## config.mk

```make
export PLATFORM = sky130hd
export DESIGN_NAME = io_direct_cache_access_engine
export DESIGN_NICKNAME = d
export VERILOG_FILES = /design/src/rtl/core/dcae_pkg.sv /design/src/rtl/core/dcae_front.sv /design/src/rtl/core/dcae_queue.sv /design/src/rtl/core/dcae_back.sv /design/src/rtl/core/io_direct_cache_access_engine.sv
export VERILOG_INCLUDE_DIRS = /design/src /design/src/rtl/core
export SDC_FILE = /design/constraint.sdc
export NUM_CORES = 1
export LEC_CHECK = 0
export BUFFER_PORTS_ARGS = -buffer_cell sky130_fd_sc_hd__buf_2
export CELL_PAD_IN_SITES_DETAIL_PLACEMENT = 0
export CELL_PAD_IN_SITES_GLOBAL_PLACEMENT = 1
export CORE_MARGIN = 5
export CORE_UTILIZATION = 55
export DETAILED_ROUTE_END_ITERATION = 10
export PLACE_DENSITY = 0.95
export SLEW_MARGIN = 20
export SYNTH_ARGS = -nofsm -noshare
export SYNTH_HDL_FRONTEND = slang
export SYNTH_HIERARCHICAL = 1
export SYNTH_SLANG_ARGS = --single-unit
```

## constraint.sdc

```tcl
create_clock -name clk -period 12.5 [get_ports clk]
set_clock_uncertainty 0.15 [all_clocks]
set_input_delay 1.875 -clock clk [delete_from_list [all_inputs] [get_ports clk]]
set_output_delay 1.875 -clock clk [all_outputs]
set_load 0.02 [all_outputs]
```

## src/rtl/core/io_direct_cache_access_engine_defines.svh

```systemverilog
// Assertion helpers used by the engine top level.
`ifndef IO_DIRECT_CACHE_ACCESS_ENGINE_DEFINES_SVH
`define IO_DIRECT_CACHE_ACCESS_ENGINE_DEFINES_SVH

// Same-cycle implication, sampled on clk, off while arst_n is low.
`define DCAE_ASSERT_IMP(label, ante, cons, msg) \
	label: assert property (@(posedge clk) disable iff (!arst_n) (ante) |-> (cons)) \
		else $error(msg);

// Next-cycle implication, sampled on clk, off while arst_n is low.
`define DCAE_ASSERT_NEXT(label, ante, cons, msg) \
	label: assert property (@(posedge clk) disable iff (!arst_n) (ante) |=> (cons)) \
		else $error(msg);

`endif

```

## src/rtl/core/dcae_pkg.sv

```systemverilog
package dcae_pkg;

	localparam int LINE_BYTES = 8;
	localparam int OFF_W      = $clog2(LINE_BYTES);
	localparam int ADDR_W     = 48;
	localparam int DATA_W     = 64;
	localparam int SIZE_W     = 4;
	localparam int CLIENT_W   = 6;
	localparam int CNT_W      = 8;
	localparam int CMD_W      = 3;
	localparam int KIND_W     = 3;
	localparam int ERR_W      = 2;
	localparam int MASK_W     = LINE_BYTES;
	localparam int S_TDATA_W  = 128;
	localparam int M_TDATA_W  = 136;

	// request / completion commands
	localparam logic [CMD_W-1:0] CMD_RD_REQ  = 3'd0;
	localparam logic [CMD_W-1:0] CMD_WR_REQ  = 3'd1;
	localparam logic [CMD_W-1:0] CMD_FL_REQ  = 3'd2;
	localparam logic [CMD_W-1:0] CMD_RD_DONE = 3'd3;
	localparam logic [CMD_W-1:0] CMD_WR_DONE = 3'd4;

	// result kinds
	localparam logic [KIND_W-1:0] KIND_MEM_RD = 3'd0;
	localparam logic [KIND_W-1:0] KIND_MEM_WR = 3'd1;
	localparam logic [KIND_W-1:0] KIND_RD_RSP = 3'd2;
	localparam logic [KIND_W-1:0] KIND_FL_ACK = 3'd3;
	localparam logic [KIND_W-1:0] KIND_BUSY   = 3'd4;
	localparam logic [KIND_W-1:0] KIND_ERROR  = 3'd5;

	// error codes
	localparam logic [ERR_W-1:0] ERR_CROSS = 2'd0;
	localparam logic [ERR_W-1:0] ERR_SIZE  = 2'd1;
	localparam logic [ERR_W-1:0] ERR_PERM  = 2'd2;

	typedef struct packed {
		logic [CMD_W-1:0]    cmd;
		logic [CLIENT_W-1:0] client;
		logic [ADDR_W-1:0]   address;
		logic [SIZE_W-1:0]   size;
		logic [DATA_W-1:0]   data;
		logic                permission_ok;
	} req_t;

	// One queued result; data and mask are shaped in the back end.
	typedef struct packed {
		logic [KIND_W-1:0]   kind;
		logic [ERR_W-1:0]    error_code;
		logic [CLIENT_W-1:0] dest;
		logic [ADDR_W-1:0]   address;
		logic [SIZE_W-1:0]   len;
		logic [DATA_W-1:0]   data;
		logic [SIZE_W-1:0]   shift;
	} entry_t;

	typedef struct packed {
		logic             read_outstanding;
		logic             flush_active;
		logic [CNT_W-1:0] pending_writes;
	} status_t;

	function automatic logic [DATA_W-1:0] low_bytes(input logic [SIZE_W-1:0] n);
		logic [DATA_W-1:0] r;
		r = '0;
		for (int i = 0; i < DATA_W / 8; i++) begin
			r[i*8 +: 8] = (SIZE_W'(i) < n) ? 8'hFF : 8'h00;
		end
		return r;
	endfunction

endpackage

```

## src/rtl/core/dcae_front.sv

```systemverilog
module dcae_front #(
	parameter int MAX_PENDING_WRITES = 255
) (
	input  logic               clk,
	input  logic               arst_n,
	input  logic               in_valid,
	input  logic               q_ready,
	input  dcae_pkg::req_t     req,
	output logic               push,
	output dcae_pkg::entry_t   push_entry,
	output dcae_pkg::status_t  stat
);
	import dcae_pkg::*;

	logic                read_out_q, read_out_d;
	logic                flush_q, flush_d;
	logic [CNT_W-1:0]    pend_q, pend_d;
	logic [CLIENT_W-1:0] wclient_q, wclient_d;
	logic [ADDR_W-1:0]   waddr_q, waddr_d;
	logic [SIZE_W-1:0]   wsize_q, wsize_d;

	logic                accept, has_result;
	logic [OFF_W-1:0]    offset;
	logic [ADDR_W-1:0]   line;
	logic                is_req, size_big, crosses, cover_miss;
	logic [OFF_W+1:0]    end_off;
	logic [ADDR_W-1:0]   skip;
	entry_t              e;

	assign accept = in_valid && q_ready;
	assign offset = req.address[OFF_W-1:0];
	assign line   = {req.address[ADDR_W-1:OFF_W], {OFF_W{1'b0}}};
	assign end_off = (OFF_W+2)'(offset) + (OFF_W+2)'(req.size);
	assign is_req   = (req.cmd == CMD_RD_REQ) || (req.cmd == CMD_WR_REQ) ||
		(req.cmd == CMD_FL_REQ);
	assign size_big = req.size > SIZE_W'(LINE_BYTES);
	assign crosses  = end_off > (OFF_W+2)'(LINE_BYTES);
	// completion line must start at or below the waiting range and reach its end
	assign cover_miss = (req.address > waddr_q) ||
		(({1'b0, req.address} + (ADDR_W+1)'(LINE_BYTES)) <
		({1'b0, waddr_q} + (ADDR_W+1)'(wsize_q)));
	assign skip = waddr_q - req.address;

	always_comb begin
		e          = '0;
		has_result = 1'b0;
		read_out_d = read_out_q;
		flush_d    = flush_q;
		pend_d     = pend_q;
		wclient_d  = wclient_q;
		waddr_d    = waddr_q;
		wsize_d    = wsize_q;
		if (is_req && size_big) begin
			has_result   = 1'b1;
			e.kind       = KIND_ERROR;
			e.error_code = ERR_SIZE;
			e.dest       = req.client;
		end else if (is_req && crosses) begin
			has_result   = 1'b1;
			e.kind       = KIND_ERROR;
			e.error_code = ERR_CROSS;
			e.dest       = req.client;
		end else if ((req.cmd == CMD_RD_REQ || req.cmd == CMD_WR_REQ) && !req.permission_ok) begin
			has_result   = 1'b1;
			e.kind       = KIND_ERROR;
			e.error_code = ERR_PERM;
			e.dest       = req.client;
		end else begin
			unique case (req.cmd)
				CMD_RD_REQ: begin
					has_result = 1'b1;
					if (read_out_q || flush_q) begin
						e.kind = KIND_BUSY;
						e.dest = req.client;
					end else begin
						e.kind     = KIND_MEM_RD;
						e.address  = line;
						read_out_d = 1'b1;
						wclient_d  = req.client;
						waddr_d    = req.address;
						wsize_d    = req.size;
					end
				end
				CMD_WR_REQ: begin
					has_result = 1'b1;
					if (pend_q >= CNT_W'(MAX_PENDING_WRITES)) begin
						e.kind = KIND_BUSY;
						e.dest = req.client;
					end else begin
						e.kind    = KIND_MEM_WR;
						e.address = line;
						e.len     = req.size;
						e.data    = req.data;
						e.shift   = SIZE_W'(offset);
						pend_d    = pend_q + 1'b1;
					end
				end
				CMD_FL_REQ: begin
					if (read_out_q || flush_q) begin
						has_result = 1'b1;
						e.kind     = KIND_BUSY;
						e.dest     = req.client;
					end else if (pend_q == '0) begin
						has_result = 1'b1;
						e.kind     = KIND_FL_ACK;
						e.dest     = req.client;
					end else begin
						flush_d   = 1'b1;
						wclient_d = req.client;
					end
				end
				CMD_RD_DONE: begin
					if (read_out_q && !cover_miss) begin
						has_result = 1'b1;
						e.kind     = KIND_RD_RSP;
						e.dest     = wclient_q;
						e.address  = waddr_q;
						e.len      = wsize_q;
						e.data     = req.data;
						e.shift    = skip[SIZE_W-1:0];
						read_out_d = 1'b0;
					end
				end
				CMD_WR_DONE: begin
					if (pend_q != '0) begin
						pend_d = pend_q - 1'b1;
						if (pend_q == CNT_W'(1) && flush_q) begin
							flush_d    = 1'b0;
							has_result = 1'b1;
							e.kind     = KIND_FL_ACK;
							e.dest     = wclient_q;
						end
					end
				end
				default: begin
				end
			endcase
		end
	end

	assign push       = accept && has_result;
	assign push_entry = e;
	assign stat       = '{read_outstanding: read_out_q, flush_active: flush_q,
		pending_writes: pend_q};

	always_ff @(posedge clk or negedge arst_n) begin
		if (!arst_n) begin
			read_out_q <= 1'b0;
			flush_q    <= 1'b0;
			pend_q     <= '0;
			wclient_q  <= '0;
			waddr_q    <= '0;
			wsize_q    <= '0;
		end else if (accept) begin
			read_out_q <= read_out_d;
			flush_q    <= flush_d;
			pend_q     <= pend_d;
			wclient_q  <= wclient_d;
			waddr_q    <= waddr_d;
			wsize_q    <= wsize_d;
		end
	end

endmodule

```

## src/rtl/core/dcae_queue.sv

```systemverilog
module dcae_queue #(
	parameter int DEPTH = 4
) (
	input  logic              clk,
	input  logic              arst_n,
	input  logic              push,
	input  dcae_pkg::entry_t  push_entry,
	input  logic              pop,
	output logic              ready,
	output logic              head_valid,
	output dcae_pkg::entry_t  head
);
	import dcae_pkg::*;

	localparam int AW = (DEPTH > 1) ? $clog2(DEPTH) : 1;
	localparam int CW = $clog2(DEPTH + 1);

	entry_t         mem_q [DEPTH];
	logic [AW-1:0]  wr_q, rd_q;
	logic [CW-1:0]  cnt_q;
	logic           do_pop;

	assign ready      = cnt_q != CW'(DEPTH);
	assign head_valid = cnt_q != '0;
	assign head       = mem_q[rd_q];
	assign do_pop     = pop && head_valid;

	always_ff @(posedge clk) begin
		if (push) begin
			mem_q[wr_q] <= push_entry;
		end
	end

	always_ff @(posedge clk or negedge arst_n) begin
		if (!arst_n) begin
			wr_q  <= '0;
			rd_q  <= '0;
			cnt_q <= '0;
		end else begin
			if (push) begin
				wr_q <= (wr_q == AW'(DEPTH - 1)) ? '0 : wr_q + 1'b1;
			end
			if (do_pop) begin
				rd_q <= (rd_q == AW'(DEPTH - 1)) ? '0 : rd_q + 1'b1;
			end
			if (push && !do_pop) begin
				cnt_q <= cnt_q + 1'b1;
			end else if (do_pop && !push) begin
				cnt_q <= cnt_q - 1'b1;
			end
		end
	end

endmodule

```

## src/rtl/core/dcae_back.sv

```systemverilog
module dcae_back (
	input  logic                            clk,
	input  logic                            arst_n,
	input  logic                            head_valid,
	input  dcae_pkg::entry_t                head,
	output logic                            pop,
	input  logic                            m_tready,
	output logic                            m_tvalid,
	output logic [dcae_pkg::M_TDATA_W-1:0]  m_tdata,
	output logic [dcae_pkg::KIND_W-1:0]     m_tuser
);
	import dcae_pkg::*;

	logic                valid_q;
	logic [KIND_W-1:0]   kind_q;
	logic [ERR_W-1:0]    err_q;
	logic [CLIENT_W-1:0] dest_q;
	logic [ADDR_W-1:0]   addr_q;
	logic [SIZE_W-1:0]   size_q;
	logic [DATA_W-1:0]   data_q;
	logic [MASK_W-1:0]   mask_q;

	logic [DATA_W-1:0]   data_c;
	logic [MASK_W-1:0]   mask_c;
	logic [SIZE_W-1:0]   size_c;
	logic [MASK_W:0]     len_ones;
	logic [2*MASK_W-1:0] mask_w;
	logic [SIZE_W+2:0]   bit_shift;

	assign pop       = head_valid && (!valid_q || m_tready);
	assign len_ones  = ((MASK_W+1)'(1) << head.len) - (MASK_W+1)'(1);
	assign mask_w    = (2*MASK_W)'(len_ones) << head.shift;
	assign bit_shift = {head.shift, 3'b000};

	// place write bytes at their line offset, or pull read bytes down to bit 0
	always_comb begin
		data_c = '0;
		mask_c = '0;
		size_c = '0;
		unique case (head.kind)
			KIND_MEM_WR: begin
				data_c = (head.data & low_bytes(head.len)) << bit_shift;
				mask_c = mask_w[MASK_W-1:0];
				size_c = SIZE_W'(LINE_BYTES);
			end
			KIND_MEM_RD: begin
				size_c = SIZE_W'(LINE_BYTES);
			end
			KIND_RD_RSP: begin
				data_c = (head.data >> bit_shift) & low_bytes(head.len);
				size_c = head.len;
			end
			default: begin
			end
		endcase
	end

	always_ff @(posedge clk or negedge arst_n) begin
		if (!arst_n) begin
			valid_q <= 1'b0;
		end else if (!valid_q || m_tready) begin
			valid_q <= head_valid;
		end
	end

	always_ff @(posedge clk) begin
		if (pop) begin
			kind_q <= head.kind;
			err_q  <= head.error_code;
			dest_q <= head.dest;
			addr_q <= head.address;
			size_q <= size_c;
			data_q <= data_c;
			mask_q <= mask_c;
		end
	end

	assign m_tvalid = valid_q;
	assign m_tuser  = kind_q;
	assign m_tdata  = {{(M_TDATA_W - ERR_W - CLIENT_W - ADDR_W - SIZE_W - DATA_W - MASK_W){1'b0}},
		mask_q, data_q, size_q, addr_q, dest_q, err_q};

endmodule

```

## src/rtl/core/io_direct_cache_access_engine.sv

```systemverilog
// Throughput: one word per cycle on both sides while the queue has room and m_tready is high.
// The front decides and updates state in the cycle of acceptance; the result queue and the
// output register, which a result passes through in that order, decouple the sides.
// s_tready drops only while the result queue is full.
// Reset (arst_n low, asynchronous) clears the read slot, flush flag, write count and queue.
`include "io_direct_cache_access_engine_defines.svh"

module io_direct_cache_access_engine #(
	parameter int MAX_PENDING_WRITES = 255,
	parameter int QUEUE_DEPTH        = 4
) (
	input  logic                            clk,
	input  logic                            arst_n,
	input  logic                            s_tvalid,
	output logic                            s_tready,
	// client[5:0], address[53:6], size[57:54], data[121:58], permission_ok[122]
	input  logic [dcae_pkg::S_TDATA_W-1:0]  s_tdata,
	// cmd[2:0]
	input  logic [dcae_pkg::CMD_W-1:0]      s_tuser,
	output logic                            m_tvalid,
	input  logic                            m_tready,
	// error_code[1:0], dest_client[7:2], out_address[55:8], out_size[59:56],
	// out_data[123:60], byte_mask[131:124]
	output logic [dcae_pkg::M_TDATA_W-1:0]  m_tdata,
	// kind[2:0]
	output logic [dcae_pkg::KIND_W-1:0]     m_tuser
);
	import dcae_pkg::*;

	req_t    req;
	entry_t  push_entry, head;
	status_t stat;
	logic    push, q_ready, head_valid, pop;

	// unpack the request word, lowest field first
	assign req.cmd           = s_tuser;
	assign req.client        = s_tdata[5:0];
	assign req.address       = s_tdata[53:6];
	assign req.size          = s_tdata[57:54];
	assign req.data          = s_tdata[121:58];
	assign req.permission_ok = s_tdata[122];

	assign s_tready = q_ready;

	// front: checks, busy decisions and engine state
	dcae_front #(
		.MAX_PENDING_WRITES(MAX_PENDING_WRITES)
	) u_front (
		.clk       (clk),
		.arst_n    (arst_n),
		.in_valid  (s_tvalid),
		.q_ready   (q_ready),
		.req       (req),
		.push      (push),
		.push_entry(push_entry),
		.stat      (stat)
	);

	// hold decided results until the master side takes them
	dcae_queue #(
		.DEPTH(QUEUE_DEPTH)
	) u_queue (
		.clk       (clk),
		.arst_n    (arst_n),
		.push      (push),
		.push_entry(push_entry),
		.pop       (pop),
		.ready     (q_ready),
		.head_valid(head_valid),
		.head      (head)
	);

	// back: shape data and byte mask, drive the output register
	dcae_back u_back (
		.clk       (clk),
		.arst_n    (arst_n),
		.head_valid(head_valid),
		.head      (head),
		.pop       (pop),
		.m_tready  (m_tready),
		.m_tvalid  (m_tvalid),
		.m_tdata   (m_tdata),
		.m_tuser   (m_tuser)
	);

	`DCAE_ASSERT_NEXT(a_rd_claims_slot, push && push_entry.kind == KIND_MEM_RD, stat.read_outstanding, "memory read issued without claiming the read slot")
	`DCAE_ASSERT_NEXT(a_rsp_frees_slot, push && push_entry.kind == KIND_RD_RSP, !stat.read_outstanding, "read response left the read slot held")
	`DCAE_ASSERT_IMP(a_flush_needs_writes, stat.flush_active, stat.pending_writes != '0, "flush active with no pending writes")
	`DCAE_ASSERT_IMP(a_busy_err_bare, m_tvalid && (m_tuser == KIND_BUSY || m_tuser == KIND_ERROR), m_tdata[131:8] == '0, "busy or error word carries payload")

endmodule

```

* Word-level counts from Yosys, hierarchy flattened
Memories as Yosys holds them, arrays and structs flattened. Cells that the tools add are included.
Storage, ports and cells: output and inout port bits 141, memories kept 1, flip-flop bits (word level) 211, memory bits (writable) 524
Memory list:
- u_queue.mem_q | depth 4, width 131, read ports 1, clocked after memory_dff 0, wr ports 1, line dcae_queue.sv:18 | entry_t mem_q [DEPTH];
Cells by class: shift-type cells 4, reduce and logical (&&, ||, !) cells 38, equality and inequality tests 17, magnitude comparators 13, add/subtract/negate cells 11, muxes and demuxes 68, bitwise logic cells 6
Operators with widths (number):
- 120-bit two-way mux | 4
- 48-bit case mux with 3 select lines | 1
- 72-bit case mux with 2 select lines | 1
- 64-bit bitwise AND | 2
- 64-bit case mux with 2 select lines | 1
- 126-bit two-way mux | 1
- 8-bit two-way mux | 10
- 64-bit by 7-bit left shift with 64-bit output | 1
- 64-bit by 7-bit right shift with 64-bit output | 1
- 6-bit two-way mux | 10
- 48-bit by 4-bit adder with 49-bit output | 1
- 48-bit by 4-bit adder with 49-bit output (second input constant) | 1
- 49-bit less-than comparator | 1
- 48-bit greater-than comparator | 1
- 48-bit two-way mux | 1
- 6-bit case mux with 5 select lines | 1
- 11-bit two-way mux | 2
- 3-bit two-way mux | 6
- 3-bit by 4-bit less-than comparator with 1-bit output (first input constant) | 4
- 1-bit two-way mux | 16
- 8-bit case mux with 2 select lines | 1
- 3-bit case mux with 5 select lines | 1
- 2-bit two-way mux | 7
- 7-bit AND reduction | 2
- 40 further kinds | 80

* Depth between registers and ports, before layout
word-level depth 15, gate-level depth with buffers 24

* By module
The synthesis kept the hierarchy.
Modules (own cells, without submodules):
- dcae_queue | area an instance 19302.3 sq um, cells an instance 723, sequential area each 15910.3 sq um, times used 1
- dcae_back | area an instance 8567.0 sq um, cells an instance 776, sequential area each 4078.9 sq um, times used 1
- dcae_front | area an instance 8299.2 sq um, cells an instance 1014, sequential area each 1701.6 sq um, times used 1

* Least setup slack after synthesis
OpenSTA, ideal clock, no wires.
path type input -> register, start in s_tdata[21] (netlist bit), end mem u_queue/mem_q[0][0] (netlist bit), enable pin, required time 11.844 ns, arrival time 8.689 ns, path buffers 1, setup slack 3.155 ns, setup time 0.506 ns, cell stages on the path 18, cell sequence and4_1 nand4_1 nor3_1 and3_1 and4_1 clkbuf_1 nand2_1 nor2_1 xnor2_1 ha_1 nand4_1 or2_1 nor4_1 nand4_1 a31oi_1 o21a_1 o31a_1 and2_1
Between the ends: cells in the longest elaborated chain, start to end 13, elaborated cells between the ends (all ways) 14, classes of those cells 1 x add/sub; 2 x order compare; 7 x mux; 4 x reduce/logical
Ends and longest elaborated chain:
- start: declaration | line io_direct_cache_access_engine.sv:17 | input logic [dcae_pkg::S_TDATA_W-1:0] s_tdata,
- 48-bit by 4-bit adder with 49-bit output | line dcae_front.sv:40 | (({1'b0, req.address} + (ADDR_W+1)'(LINE_BYTES)) <
- 49-bit less-than comparator | line dcae_front.sv:40
- 1-bit logical OR * | line dcae_front.sv:39 | assign cover_miss = (req.address > waddr_q) ||
- 1-bit logical NOT * | line dcae_front.sv:113 | if (read_out_q && !cover_miss) begin
- 1-bit logical AND * | line dcae_front.sv:113
- 1-bit two-way mux * | line dcae_front.sv:113
- 1-bit case mux with 4 select lines * | line dcae_front.sv:69 | unique case (req.cmd)
- 1-bit two-way mux * | line dcae_front.sv:63 | end else if ((req.cmd == CMD_RD_REQ || req.cmd == CMD_WR_REQ) && !req.permission_ok) begin
- 1-bit two-way mux * | line dcae_front.sv:58 | end else if (is_req && crosses) begin
- 1-bit two-way mux * | line dcae_front.sv:53 | if (is_req && size_big) begin
- 1-bit logical AND * | line dcae_front.sv:141 | assign push = accept && has_result;
- net push | line io_direct_cache_access_engine.sv:33 | logic push, q_ready, head_valid, pop;
- 1-bit two-way mux * | line dcae_queue.sv:29 | if (push) begin
- 1-bit two-way mux (not written as such) * | line dcae_queue.sv:30 | mem_q[wr_q] <= push_entry;
- end: declaration | line dcae_queue.sv:18
Mark *: on every way through the listed nets, which the timed path passes. The rest lies on a longest branch.

* Worst setup path after layout
start in s_tdata[10] (netlist bit), end mem u_queue/mem_q[0][35] (netlist bit), enable pin
Same word-level chain as after synthesis.

==> impl_metrics.env <==
export IMPL_crit_required_ps=12600
export IMPL_clk_path_buf_depth=3
export IMPL_num_fill_cells=4741
export IMPL_rows=94
export IMPL_wire_per_inst_um=25.9
export IMPL_setup_viol=0
export IMPL_pwr_share_seq_pct=35.7
export IMPL_cts_made_buffers=77
export IMPL_critical_path_max_fanout=63
export IMPL_cp_slowest_cell="and2_4"
export IMPL_multiInputGateArea_um2=13500
export IMPL_irDropWorstVdd_v=0.000163
export IMPL_htreeDepth=3
export IMPL_die_area_um2=71000
export IMPL_fin_cells=3685
export IMPL_combPwrFrac_pct=39.7
export IMPL_synthesis_instances=2511
export IMPL_clkLatencyLatePin_ps=630
export IMPL_hold_buffers=0
export IMPL_drv_slew=0
export IMPL_cts_setup_buffers=0
export IMPL_clkSlewWorstSetupHoldPaths_ps=60
export IMPL_die_y_um=266
export IMPL_firstDrtPassIters=9
export IMPL_fin_nets=3007
export IMPL_critPathMaxStageDelay_ps=900
export IMPL_startpoint_type="input pin"
export IMPL_ctsResizeCount=0
export IMPL_p_sw_share_pct=37.4
export IMPL_p_leak_nw=14.6
export IMPL_drc=0
export IMPL_clkSinkCount=735
export IMPL_grt_first_pass_wirelength_um=144000
export IMPL_synth_area_um2=36200
export IMPL_final_cell_mix="edfxtp_1, buf_2, nand2_1, mux4_2, ha_1"
export IMPL_io_buffers=266
export IMPL_dpl_cell_count=3535
export IMPL_clock_fmax_ghz=0.119
export IMPL_start_util_pct=55.2
export IMPL_clock_power_share_pct=24.6
export IMPL_fin_tns_setup_ps=0
export IMPL_period_share_pct=67.1
export IMPL_rsz0062_at_grt="no"
export IMPL_coreArea_um2=65500
export IMPL_setup_slack_ps=4110
export IMPL_cts_tree="yes"
export IMPL_arrival_ps=8490
export IMPL_yosysWarningCount=6
export IMPL_dp_hpwl_um=65000
export IMPL_grt_pass1_vias=23700
export IMPL_critical_path_class="in -> reg"
export IMPL_drt_vias_per_instance=6.38
export IMPL_area_growth_pct=12.8
export IMPL_intPower_mw=6.03
export IMPL_overflow=0
export IMPL_drtIter0Drc=2303
export IMPL_chipWidth_um=266
export IMPL_cts_root_buffer_cell="clkbuf_16"
export IMPL_syn_mean_instance_area_um2=14.4
export IMPL_powerDensity_nw_per_um2=236
export IMPL_worst_pin_slew_ps=1080
export IMPL_period_minus_slack_ps=8390
export IMPL_ios=276
export IMPL_dr_total_vias=23500
export IMPL_mostFrequentLayoutCell="edfxtp_1"
export IMPL_grt_start_max_net_pins=112
export IMPL_crit_path_cell_trace="buf_2 -> ha_1 -> nand2_1 -> nor3_1 -> and3_1 -> and4_1 -> nand2_1 -> nor2_1 -> xnor2_1 -> ha_1 -> nand4_1 -> or2_1 -> nor4_1 -> nand4_1 -> a31oi_1 -> buf_4 -> o21a_1 -> o31a_1 -> and2_4 -> buf_4"
export IMPL_slew_limit_headroom_pct=27.8
export IMPL_status="complete, no violations"
export IMPL_grtUsageTotal_pct=26.3
export IMPL_cap_violations=0
export IMPL_globalplace_congestion=0.921
export IMPL_setup_worst_path_end_class="register"
export IMPL_drive_gt1_share_pct=24.0
export IMPL_regArea_um2=21700
export IMPL_finalHoldViolations=0
export IMPL_antenna_found_initial=17
export IMPL_drt_wl_total_um=95600
export IMPL_p_switching_mw=3.60
export IMPL_holdCritPathClass="reg -> reg"
export IMPL_ant_nets=0
export IMPL_dpl_worst_slack_ps=3460
[flip-flops by register name, summed over array words and instances (netlist names), 6 cells and up]
signal	flops
u_queue/mem_q	524
u_back/data_q	64
u_back/addr_q	48
u_front/waddr_q	48
u_back/mask_q	8
u_front/pend_q	8
u_back/dest_q	6
u_front/wclient_q	6
[path summary, 6_finish.rpt]
kind | endpoint | cells after the start | slack [ps] | from
max reg2reg | u_queue/mem_q[0][35] | 19 | 4880 | u_front/waddr_q[18]
max | u_queue/mem_q[0][35] | 20 | 4110 | s_tdata[10]
min reg2reg | u_queue/cnt_q[2] | 1 | 350 | u_queue/cnt_q[2]
min in group asynchronous | u_front/waddr_q[37] | 1 | 1030 | arst_n
min | u_queue/cnt_q[2] | 1 | 350 | u_queue/cnt_q[2]
max in group asynchronous | u_front/pend_q[5] | 2 | 10070 | arst_n
[worst max-delay path, delay by kind of cell]
family | cells | cell delay (ps)
AOI/OAI and AO/OA | 3 | 850
xor gates and xnor gates | 1 | 80
adders and majority gates | 2 | 620
buffers and inverters | 3 | 1030
and+or+nand+nor | 11 | 3950
[metrics by stage]
stage / util, % / total power, mW / hold WS, ps / instance area, um^2
after global routing: 62.2 / 10.0 / 369 / 40800
final: 62.3 / 9.64 / 349 / 40800
after floorplan: - / 6.20 / 306 / 36200
after CTS: 62.2 / 9.64 / 348 / 40800
after global placement: 58.2 / 7.16 / 327 / 38100
after detailed placement: 58.2 / 7.25 / 330 / 38100
[power groups by stage]
| stage | Clock [mW] | Combinational [mW] | Sequential [mW] |
|---|---|---|---|
| 2_1_floorplan | 0 | 2.52 | 3.69 |
| 3_3_place_gp | 0 | 3.70 | 3.46 |
| 3_5_place_dp | 0 | 3.76 | 3.49 |
| 4_1_cts | 2.41 | 3.77 | 3.45 |
| 5_1_grt | 2.53 | 4.03 | 3.49 |
| 6_report | 2.37 | 3.82 | 3.44 |
[routing by layer]
layer,track usage [%],routed length [um]
met5,0,99
met3,4.64,6910
met1,33.8,36500
met4,8.61,3120
met2,45.9,49000
[layout make-up]
type / instances / share of cell area (%)
multi-input combinational: 1566 / 33.1
antenna: 8 / 0.0491
tap: 864 / 2.65
inverter: 76 / 0.699
clock buffer: 95 / 4.99
timing repair buffer: 294 / 3.88
sequential: 735 / 53.2
clock inverter: 47 / 1.48
No activity file was read; power rests on OpenSTA's default activity.
